$ cat src/rtl/nfaec_pkg.sv
// ----------------------------------------------------------------------------
// nfaec_pkg
// Shared codes and types for the NFA epsilon-closure runner.
// ----------------------------------------------------------------------------
package nfaec_pkg;

  localparam int REQ_W  = 2;
  localparam int IDX_W  = 4;
  localparam int SYM_W  = 4;
  localparam int MASK_W = 16;

  localparam logic [REQ_W-1:0] REQ_LINK    = 2'd0;
  localparam logic [REQ_W-1:0] REQ_RESTART = 2'd1;
  localparam logic [REQ_W-1:0] REQ_FEED    = 2'd2;

  localparam logic CFG_START = 1'b0;
  localparam logic CFG_END   = 1'b1;

  typedef enum logic [7:0] {
    ST_CLEAR = 8'b0000_0001,
    ST_IDLE  = 8'b0000_0010,
    ST_LRD   = 8'b0000_0100,
    ST_LWR   = 8'b0000_1000,
    ST_SUCC  = 8'b0001_0000,
    ST_DRAIN = 8'b0010_0000,
    ST_CLOS  = 8'b0100_0000,
    ST_DONE  = 8'b1000_0000
  } state_t;

  typedef struct packed {
    logic clr;
    logic en;
    logic gate;
  } acc_ctrl_t;

endpackage

$ cat src/rtl/nfaec_trans_mem.sv
// ----------------------------------------------------------------------------
// nfaec_trans_mem
// Symbol transition table: one write port, one registered read port.
// ----------------------------------------------------------------------------
module nfaec_trans_mem #(
  parameter int AW = 8,
  parameter int DW = 16
) (
  input  logic          clk,
  input  logic          we,
  input  logic [AW-1:0] waddr,
  input  logic [DW-1:0] wdata,
  input  logic [AW-1:0] raddr,
  output logic [DW-1:0] rdata
);

  logic [DW-1:0] mem [2**AW];

  always_ff @(posedge clk) begin
    if (we) begin
      mem[waddr] <= wdata;
    end
    rdata <= mem[raddr];
  end

endmodule

$ cat src/rtl/nfaec_or_unit.sv
// ----------------------------------------------------------------------------
// nfaec_or_unit
// Shared gated OR accumulator for successor and closure passes.
// ----------------------------------------------------------------------------
module nfaec_or_unit
  import nfaec_pkg::*;
#(
  parameter int W = 16
) (
  input  logic      clk,
  input  acc_ctrl_t ctrl,
  input  logic [W-1:0] operand,
  output logic [W-1:0] acc,
  output logic [W-1:0] acc_next,
  output logic         grew
);

  logic take;

  assign take     = ctrl.en && ctrl.gate;
  assign acc_next = take ? (acc | operand) : acc;
  assign grew     = take && ((operand & ~acc) != '0);

  always_ff @(posedge clk) begin
    if (ctrl.clr) begin
      acc <= '0;
    end else begin
      acc <= acc_next;
    end
  end

endmodule

$ cat src/rtl/nfa_epsilon_closure_runner_core.sv
// ----------------------------------------------------------------------------
// nfa_epsilon_closure_runner_core
// NFA runner with bitmask state set, link tables and epsilon closure.
// ----------------------------------------------------------------------------
// Input words on s_*: tuser carries the request kind, tdata the link fields.
// Each word yields one result word on m_*: tuser {in_end, ok}, tdata the
// active set. Registers start_mask (0x0) and end_mask (0x4) sit on the APB
// port; pready is always high.
// After reset a clearing pass writes zero to every entry of the transition
// memory, 2**(clog2(NUM_STATES)+clog2(NUM_SYMBOLS)) entries (256 by default);
// s_tready stays low meanwhile, register writes are still taken.
// Steps per word, from acceptance to result:
//   epsilon link, restart, rejected link or feed: straight to the result
//   symbol link: read-modify-write of the transition memory, then the result
//   feed: NUM_STATES successor reads through the one memory port; when
//   successors were found, the closure then sweeps one state per cycle
//   through the shared OR unit until NUM_STATES steps in a row add nothing;
//   then the result is issued.
// One word is in work at a time; the next is accepted once the result is
// in the output register. A stalled receiver holds the result there and
// the block waits before issuing the following result.
// ----------------------------------------------------------------------------
module nfa_epsilon_closure_runner_core
  import nfaec_pkg::*;
#(
  parameter int NUM_STATES  = 16,
  parameter int NUM_SYMBOLS = 16
) (
  input  logic        clk,
  input  logic        rst,
  input  logic        s_tvalid,
  output logic        s_tready,
  input  logic [15:0] s_tdata,   // from_state[3:0], to_state[7:4], symbol[11:8], is_epsilon[12]
  input  logic [1:0]  s_tuser,   // req_type[1:0]
  output logic        m_tvalid,
  input  logic        m_tready,
  output logic [15:0] m_tdata,   // active_mask[15:0]
  output logic [1:0]  m_tuser,   // ok[0], in_end[1]
  input  logic        psel,
  input  logic        penable,
  input  logic        pwrite,
  input  logic [2:0]  paddr,
  input  logic [31:0] pwdata,
  output logic [31:0] prdata,
  output logic        pready
);

  localparam int SW = $clog2(NUM_STATES);
  localparam int YW = $clog2(NUM_SYMBOLS);
  localparam int AW = SW + YW;
  localparam int NS = NUM_STATES;
  localparam logic [SW-1:0] LAST = SW'(NUM_STATES - 1);

  state_t state;

  logic [REQ_W-1:0] req;
  logic [IDX_W-1:0] from_f;
  logic [IDX_W-1:0] to_f;
  logic [SYM_W-1:0] sym_f;
  logic             eps_f;
  logic [7:0]       from_w;
  logic [11:0]      sym_w;
  logic [SW-1:0]    from_idx;
  logic [YW-1:0]    sym_idx;
  logic             from_ok;
  logic             to_ok;
  logic             sym_ok;
  logic [NS-1:0]    to_bit;
  logic             accept;

  logic [MASK_W-1:0] start_r;
  logic [MASK_W-1:0] end_r;
  logic [NS-1:0]     start_ns;
  logic [MASK_W-1:0] act16;

  logic [AW-1:0] addr;
  logic [NS-1:0] bit_r;
  logic          ok_r;
  logic [SW-1:0] cnt;
  logic [SW-1:0] quiet;
  logic          pend;
  logic [SW-1:0] pidx;
  logic [AW-1:0] clr_cnt;
  logic [NS-1:0] active_set;
  logic [NS-1:0] eps_tab [NS];

  logic          mem_we;
  logic [AW-1:0] mem_waddr;
  logic [NS-1:0] mem_wdata;
  logic [AW-1:0] mem_raddr;
  logic [NS-1:0] mem_rdata;

  acc_ctrl_t     acc_ctrl;
  logic [NS-1:0] acc_op;
  logic [NS-1:0] acc;
  logic [NS-1:0] acc_next;
  logic          grew;
  logic          clos_done;

  assign req    = s_tuser[1:0];
  assign from_f = s_tdata[3:0];
  assign to_f   = s_tdata[7:4];
  assign sym_f  = s_tdata[11:8];
  assign eps_f  = s_tdata[12];

  assign from_w   = {4'd0, from_f};
  assign sym_w    = {8'd0, sym_f};
  assign from_idx = from_w[SW-1:0];
  assign sym_idx  = sym_w[YW-1:0];
  assign from_ok  = int'(from_f) < NUM_STATES;
  assign to_ok    = int'(to_f) < NUM_STATES;
  assign sym_ok   = int'(sym_f) < NUM_SYMBOLS;

  always_comb begin
    for (int i = 0; i < NS; i++) begin
      to_bit[i] = (int'(to_f) == i);
    end
  end

  for (genvar g = 0; g < NS; g++) begin : g_start
    if (g < MASK_W) begin : g_in
      assign start_ns[g] = start_r[g];
    end else begin : g_out
      assign start_ns[g] = 1'b0;
    end
  end

  for (genvar g = 0; g < MASK_W; g++) begin : g_act
    if (g < NS) begin : g_in
      assign act16[g] = active_set[g];
    end else begin : g_out
      assign act16[g] = 1'b0;
    end
  end

  assign s_tready = (state == ST_IDLE);
  assign accept   = s_tvalid && s_tready;

  // configuration port
  assign pready = 1'b1;

  always_ff @(posedge clk) begin
    if (rst) begin
      start_r <= '0;
      end_r   <= '0;
    end else if (psel && penable && pwrite && pready) begin
      unique case (paddr[2])
        CFG_START: start_r <= pwdata[MASK_W-1:0];
        CFG_END:   end_r   <= pwdata[MASK_W-1:0];
        default:   start_r <= start_r;
      endcase
    end
  end

  always_comb begin
    unique case (paddr[2])
      CFG_START: prdata = {16'd0, start_r};
      CFG_END:   prdata = {16'd0, end_r};
      default:   prdata = '0;
    endcase
  end

  // transition memory
  assign mem_we    = (state == ST_CLEAR) || (state == ST_LWR);
  assign mem_waddr = (state == ST_CLEAR) ? clr_cnt : addr;
  assign mem_wdata = (state == ST_CLEAR) ? '0 : (mem_rdata | bit_r);
  assign mem_raddr = (state == ST_LRD) ? addr : {cnt, addr[YW-1:0]};

  nfaec_trans_mem #(
    .AW(AW),
    .DW(NS)
  ) u_mem (
    .clk  (clk),
    .we   (mem_we),
    .waddr(mem_waddr),
    .wdata(mem_wdata),
    .raddr(mem_raddr),
    .rdata(mem_rdata)
  );

  // shared OR unit
  always_comb begin
    acc_ctrl.clr  = accept;
    acc_ctrl.en   = 1'b0;
    acc_ctrl.gate = 1'b0;
    acc_op        = mem_rdata;
    if ((state == ST_SUCC) || (state == ST_DRAIN)) begin
      acc_ctrl.en   = pend;
      acc_ctrl.gate = active_set[pidx];
    end else if (state == ST_CLOS) begin
      acc_ctrl.en   = 1'b1;
      acc_ctrl.gate = acc[cnt];
      acc_op        = eps_tab[cnt];
    end
  end

  nfaec_or_unit #(
    .W(NS)
  ) u_or (
    .clk     (clk),
    .ctrl    (acc_ctrl),
    .operand (acc_op),
    .acc     (acc),
    .acc_next(acc_next),
    .grew    (grew)
  );

  assign clos_done = (state == ST_CLOS) && !grew && (quiet == LAST);

  // sequencer
  always_ff @(posedge clk) begin
    if (rst) begin
      state      <= ST_CLEAR;
      clr_cnt    <= '0;
      active_set <= '0;
      pend       <= 1'b0;
      m_tvalid   <= 1'b0;
      for (int i = 0; i < NS; i++) begin
        eps_tab[i] <= '0;
      end
    end else begin
      if (m_tvalid && m_tready && (state != ST_DONE)) begin
        m_tvalid <= 1'b0;
      end
      unique case (state)
        ST_CLEAR: begin
          clr_cnt <= clr_cnt + 1'b1;
          if (&clr_cnt) begin
            state <= ST_IDLE;
          end
        end
        ST_IDLE: begin
          if (accept) begin
            addr  <= {from_idx, sym_idx};
            bit_r <= to_bit;
            unique case (req)
              REQ_LINK: begin
                ok_r  <= 1'b1;
                state <= (from_ok && to_ok && !eps_f && sym_ok) ? ST_LRD : ST_DONE;
                if (from_ok && to_ok && eps_f) begin
                  eps_tab[from_idx] <= eps_tab[from_idx] | to_bit;
                end
              end
              REQ_RESTART: begin
                ok_r       <= 1'b1;
                active_set <= start_ns;
                state      <= ST_DONE;
              end
              REQ_FEED: begin
                ok_r  <= sym_ok;
                cnt   <= '0;
                pend  <= 1'b0;
                state <= sym_ok ? ST_SUCC : ST_DONE;
              end
              default: begin
                ok_r  <= 1'b1;
                state <= ST_DONE;
              end
            endcase
          end
        end
        ST_LRD: state <= ST_LWR;
        ST_LWR: state <= ST_DONE;
        ST_SUCC: begin
          pend <= 1'b1;
          pidx <= cnt;
          if (cnt == LAST) begin
            state <= ST_DRAIN;
          end else begin
            cnt <= cnt + 1'b1;
          end
        end
        ST_DRAIN: begin
          pend <= 1'b0;
          if (acc_next == '0) begin
            ok_r  <= 1'b0;
            state <= ST_DONE;
          end else begin
            cnt   <= '0;
            quiet <= '0;
            state <= ST_CLOS;
          end
        end
        ST_CLOS: begin
          cnt   <= (cnt == LAST) ? '0 : cnt + 1'b1;
          quiet <= grew ? '0 : quiet + 1'b1;
          if (clos_done) begin
            active_set <= acc_next;
            state      <= ST_DONE;
          end
        end
        ST_DONE: begin
          if (!m_tvalid || m_tready) begin
            m_tvalid <= 1'b1;
            m_tuser  <= {(act16 & end_r) != '0, ok_r};
            m_tdata  <= act16;
            state    <= ST_IDLE;
          end
        end
        default: state <= ST_IDLE;
      endcase
    end
  end

  a_feed_nonempty: assert property (@(posedge clk) disable iff (rst)
    clos_done |=> (active_set != '0))
    else $error("closure produced an empty active set");

  a_result_from_done: assert property (@(posedge clk) disable iff (rst)
    $rose(m_tvalid) |-> ($past(state) == ST_DONE))
    else $error("result word issued outside completion");

  a_drain_last: assert property (@(posedge clk) disable iff (rst)
    (state == ST_DRAIN) |-> (pend && (pidx == LAST)))
    else $error("successor scan drained before last state");

endmodule
$ cat config.mk
export PLATFORM = sky130hd
export DESIGN_NAME = nfa_epsilon_closure_runner_core
export DESIGN_NICKNAME = d
export VERILOG_FILES = /design/src/rtl/nfaec_pkg.sv /design/src/rtl/nfaec_trans_mem.sv /design/src/rtl/nfaec_or_unit.sv /design/src/rtl/nfa_epsilon_closure_runner_core.sv
export SDC_FILE = /design/constraint.sdc
export NUM_CORES = 2
export LEC_CHECK = 0
export BUFFER_PORTS_ARGS = -buffer_cell sky130_fd_sc_hd__buf_2
export CORE_MARGIN = 2
export CORE_UTILIZATION = 55
export DETAILED_ROUTE_END_ITERATION = 8
export PLACE_DENSITY = 0.77
export SLEW_MARGIN = 20
export SYNTH_ARGS = -nofsm -noshare
export SYNTH_HDL_FRONTEND = slang
export SYNTH_HIERARCHICAL = 1
export SYNTH_MEMORY_MAX_BITS = 65536
export SYNTH_SLANG_ARGS = --single-unit
$ cat constraint.sdc
create_clock -name clk -period 13 [get_ports clk]
set_input_delay 1.3 -clock clk [delete_from_list [all_inputs] [get_ports clk]]
set_output_delay 1.3 -clock clk [all_outputs]
set_load 0.01 [all_outputs]
# After elaboration in Yosys (flattened, before gate mapping)
# Memory sizes are Yosys's and may differ from the RTL's. A register that Yosys moved wholly into a read port is not among the register bits.
# Cells that the tools add are included.
# totals
wordCells,163
out_inout_bits,53
n_memories,2
ramBits,4352
inputBits,60
register_bits,137
# op_classes
addsub,3
bitwise,8
mux,57
eq_ne,38
magnitude_cmp,2
reduce_logical,37
# mem_list
memory,depth,width,rd,rd_clocked_by_memory_dff,write_ports,line,rtl
u_mem.mem,256,16,1,1,1,nfaec_trans_mem.sv:17,logic [DW-1:0] mem [2**AW];
eps_tab,16,16,2,1,16,nfa_epsilon_closure_runner_core.sv:85,logic [NS-1:0] eps_tab [NS];
# ops
op,n
$mux W16,8
$mux W8,9
$pmux W32 S2,1
$pmux W8 S8,1
$or A16 B16 Y16,3
$eq A4 B4 Y1 const B,10
$and A16 B16 Y16,2
$mux W4,8
$pmux W16 S2,1
$reduce_bool A16 Y1,2
$mux W1,20
$eq A4 B3 Y1 const B,4
$logic_not A16 Y1,1
$not A16 Y16,1
$pmux W4 S4,1
$pmux W8 S2,1
$reduce_or A16 Y1,1
$ne A2 B1 Y1 const B,6
$reduce_and A3 Y1,4
$lt A4 B5 Y1 const B,2
$logic_and A1 B1 Y1,9
$add A4 B1 Y4 const B,2
$add A8 B1 Y8 const B,1
$bmux W1 S4,2
31 further kinds,45

# Logic depth before layout (Yosys ltp)
# depth
ltp_word,11
depth_mapped,17

# Hierarchy
# Netlist, hierarchy kept.
# by_module_without_submodules
module,n_inst,area_per_inst_um2,cells_per_inst
nfaec_trans_mem,1,158714.7,7360
nfa_epsilon_closure_runner_core,1,19147.1,1464
nfaec_or_unit,1,706.9,82

# Worst setup path after synthesis
# Ideal clock, no wire load.
# synth_path
path_type,reg2reg
start,register state[5]
end,"memory u_mem.mem[0][15], data pin"
setup_ps,1410
t_arrival_ps,7292
setup_slack_ps,4298
path_stages_with_launch,8
n_path_buf,4
synth_period_minus_slack_ps,8702
cell_sequence,dfxtp_1 > clkbuf_1 > nor2_1 > and4_1 > clkbuf_1 > clkbuf_1 > buf_1 > nor2_1
# synth_via
elab_chain_len,2
# synth_rtl
element,line,rtl
start: declaration,nfa_epsilon_closure_runner_core.sv:54,state_t state;
start signal: assignment,nfa_epsilon_closure_runner_core.sv:239,state <= (from_ok && to_ok && !eps_f && sym_ok) ? ST_LRD : ST_DONE;
start signal: assignment,nfa_epsilon_closure_runner_core.sv:253,state <= sym_ok ? ST_SUCC : ST_DONE;
$eq A8 B1 Y1,nfa_epsilon_closure_runner_core.sv:166,assign mem_wdata = (state == ST_CLEAR) ? '0 : (mem_rdata | bit_r);
$mux W16,nfa_epsilon_closure_runner_core.sv:166,
via mem_wdata[15],nfa_epsilon_closure_runner_core.sv:89,logic [NS-1:0] mem_wdata;
end: declaration,nfaec_trans_mem.sv:17,
# The timed path passes the listed nets, and every way through them passes these cells.

# Final worst setup path
# layout_path
start,register addr[0]
end,register u_mem.rdata[3] (read register of u_mem.mem)
# layout_via
elab_chain_len,1
# layout_rtl
element,line,rtl
start: declaration,nfa_epsilon_closure_runner_core.sv:76,logic [AW-1:0] addr;
start signal: assignment,nfa_epsilon_closure_runner_core.sv:234,"addr <= {from_idx, sym_idx};"
$mux W8,nfa_epsilon_closure_runner_core.sv:167,"assign mem_raddr = (state == ST_LRD) ? addr : {cnt, addr[YW-1:0]};"
end: declaration,nfaec_trans_mem.sv:14,output logic [DW-1:0] rdata
# No other way between the ends.
# A chain may end at the register's enable or synchronous reset.

==> flow_summary.ini <==
[clocking]
clk_pin_slew_ps = 60
root_buffer = clkbuf_16
cts_buffers = 432
cts_tree = built
postCtsSetupBuffers = 0
holdBufCountCts = 0
cts_max_path_buffers = 4
cts_max_level = 5
cts_num_sinks = 4509
insertion_delay_ps = 1010
post_cts_resize_count = 0

[final_layout]
synthToLayoutAreaGrowth_pct = 11.19
final_cell_mix = 4407 x edfxtp_1, 933 x mux4_2, 599 x mux2i_1, 589 x nor2_1, 434 x clkbuf_16
drive_gt1_share_pct = 23.56
largest_reg_flops = 4096
reg.largest.list = u_mem/mem x4096, eps_tab x256
final_common_cell = edfxtp_1
final_nets = 9304
top_register = u_mem/mem

[timing]
slew_violations = 0
setup_ws_ps = 7036
period_share_pct = 45.87
worst_slew_margin_rel_pct = 12.88
skew_ps = 73.95
setup-tns-final_ps = 0
tightest_slew_ps = 1303
final_hold_viol_count = 0
rsz0062_at_grt = no
clock.fmax_ghz = 0.1677
setup_violations = 0
finalCriticalPeriod_ps = 5964

[routing]
viasPerCell = 6.745
antenna_left = 0
drc = 0
avgRoutedWirePerCell_um = 32.97
wirelength_um = 459500
drt_iter0_markers = 14590
num_vias = 94010
drtPass1Iterations = 8

[setup_path]
worst_setup_path_start_kind = register
worstPathMaxFanout = 125
crit_arrival_ps = 6810
critPathCaptureType = register
crit_type = reg -> reg
critical_path_required_ps = 13840

[pwr]
power_density_mw_per_mm2 = 150.0
switching_power_mw = 6.404
cellInternalPower_mw = 23.38
p_sw_share_pct = 21.50
power_frac_seq_pct = 55.2
leakagePower_nw = 64.58
p_clk_share_pct = 41.0
ir_drop_mv = 0.1284
p_comb_share_pct = 3.8

[yosys]
syn_area_mm2 = 0.1786
synth.distinct_cells = 72
synth-main-ff-cell = edfxtp_1
ys_seq_area_share_pct = 75.25
yosysWarnings = 6
synthTopCellsByArea = edfxtp_1 74%, mux4_2 12%, mux2i_1 3.4%
synth.largest_area_cell = edfxtp_1
synthArstFlopShare_pct = 0
synth_cells = 8906
synth_top_area_share_pct = 74.11
synth-edff-count = 4407
syn-mean-instance-area_um2 = 20.05
ys_ff_latch = 4509

[global_routing]
antenna_found_initial = 20
grtUsageTotal_pct = 27.52
grt_max_degree = 257
grt_pass1_vias = 94110
globalRouteOverflowTotal = 0
grt_first_pass_wirelength_um = 658600

[die]
die_width_um = 573.8
dieArea_mm2 = 0.3292
die_h_um = 573.8
num_io_pins = 113
coreArea_mm2 = 0.3237
start_util_pct = 55.16
num_rows = 209

[placement]
place_ws_ps = 7159
place_congestion = 0.9128
port_buffers = 74
dpl.hpwl_um = 257400

[job]
drv_cap = 0

[min_path]
hold_path_class = reg -> reg

[run_status]
status = completed
==> routing by layer <==
layer	part of all wire [%]	vias up	wire length, µm	track usage [%]
li1	-	37620	-	-
met1	34	48570	157700	36.44
met3	12	1103	56830	6.420
met2	48	6703	220300	43.72
met5	0.054	-	247	0
met4	5.3	12	24410	12.82
==> synthesized netlist by cell type (50+ instances only) <==
cell,n
a21oi_1,216
a22o_1,54
buf_2,95
buf_4,57
buf_6,86
clkbuf_1,290
dfxtp_1,102
edfxtp_1,4407
mux2_2,144
mux2i_1,599
mux4_2,933
nand2_1,178
nand3_1,50
nor2_1,657
nor3_1,109
o221ai_1,253
o22ai_1,153
==> per-stage QoR <==
step,total power [mW],std cells,utilization [%],hold slack [ps],instance area (µm²)
6_report,29.78,13940,61.33,455.3,198600
5_1_grt,30.45,13930,61.32,447.6,198500
4_1_cts,29.82,13910,61.20,421.2,198100
3_5_place_dp,17.83,13120,56.98,449.0,184500
3_3_place_gp,17.75,13120,56.96,453.3,184400
2_1_floorplan,17.44,8921,-,400.3,178600
==> worst max-delay path, cell delays in order (launching register included) <==
cell and delay [ps]:
edfxtp_1 400, buf_12 520, buf_12 710, buf_4 870, buf_4 760, mux2i_1 180
o221ai_1 290, o22ai_1 140, o21ai_1 760, nand4_1 430, nor4_1 350
==> cell type report <==
type | count | area, µm²
multi-input cells | 3806 | 41270
inverters | 23 | 98.84
diodes | 16 | 40.04
well taps | 4325 | 5411
clock inverters | 265 | 2424
repair buffers | 469 | 3672
clock buffers | 524 | 11260
flip-flops and latches | 4509 | 134400
fillers | 21500 | 125200
==> power by group through the flow <==
| stage | clock, mW | sequential, mW | combinational, mW |
|---|---|---|---|
| floorplan | 0 | 16.9 | 0.562 |
| global placement | 0 | 16.7 | 1.02 |
| detailed placement | 0 | 16.7 | 1.09 |
| CTS | 12.3 | 16.4 | 1.09 |
| global route | 12.8 | 16.4 | 1.18 |
| finish | 12.2 | 16.4 | 1.14 |
==> worst paths after layout <==
| kind | start | endpoint | slack [ps] | cells past startpoint |
|---|---|---|---|---|
| max | addr[0]$_DFFE_PP_ | u_mem/rdata[3]$_DFF_P_ | 7040 | 10 |
| min | ok_r$_DFFE_PP_ | m_tuser[0]$_DFFE_PP_ | 460 | 0 |
| max reg2reg | addr[0]$_DFFE_PP_ | u_mem/rdata[3]$_DFF_P_ | 7040 | 10 |
| min reg2reg | ok_r$_DFFE_PP_ | m_tuser[0]$_DFFE_PP_ | 460 | 0 |
==> kinds of logic after synthesis <==
group	after synthesis	share of synthesized area, %
xor+xnor	12	0.05886
mux	1676	16.03
other cells	2	0.004206
compound gates	938	3.864
fa+ha+maj	3	0.02102
buf+inv	606	1.937
simple gates	1160	2.829
flops	4509	75.25
No activity file was read; power rests on OpenSTA's default activity.
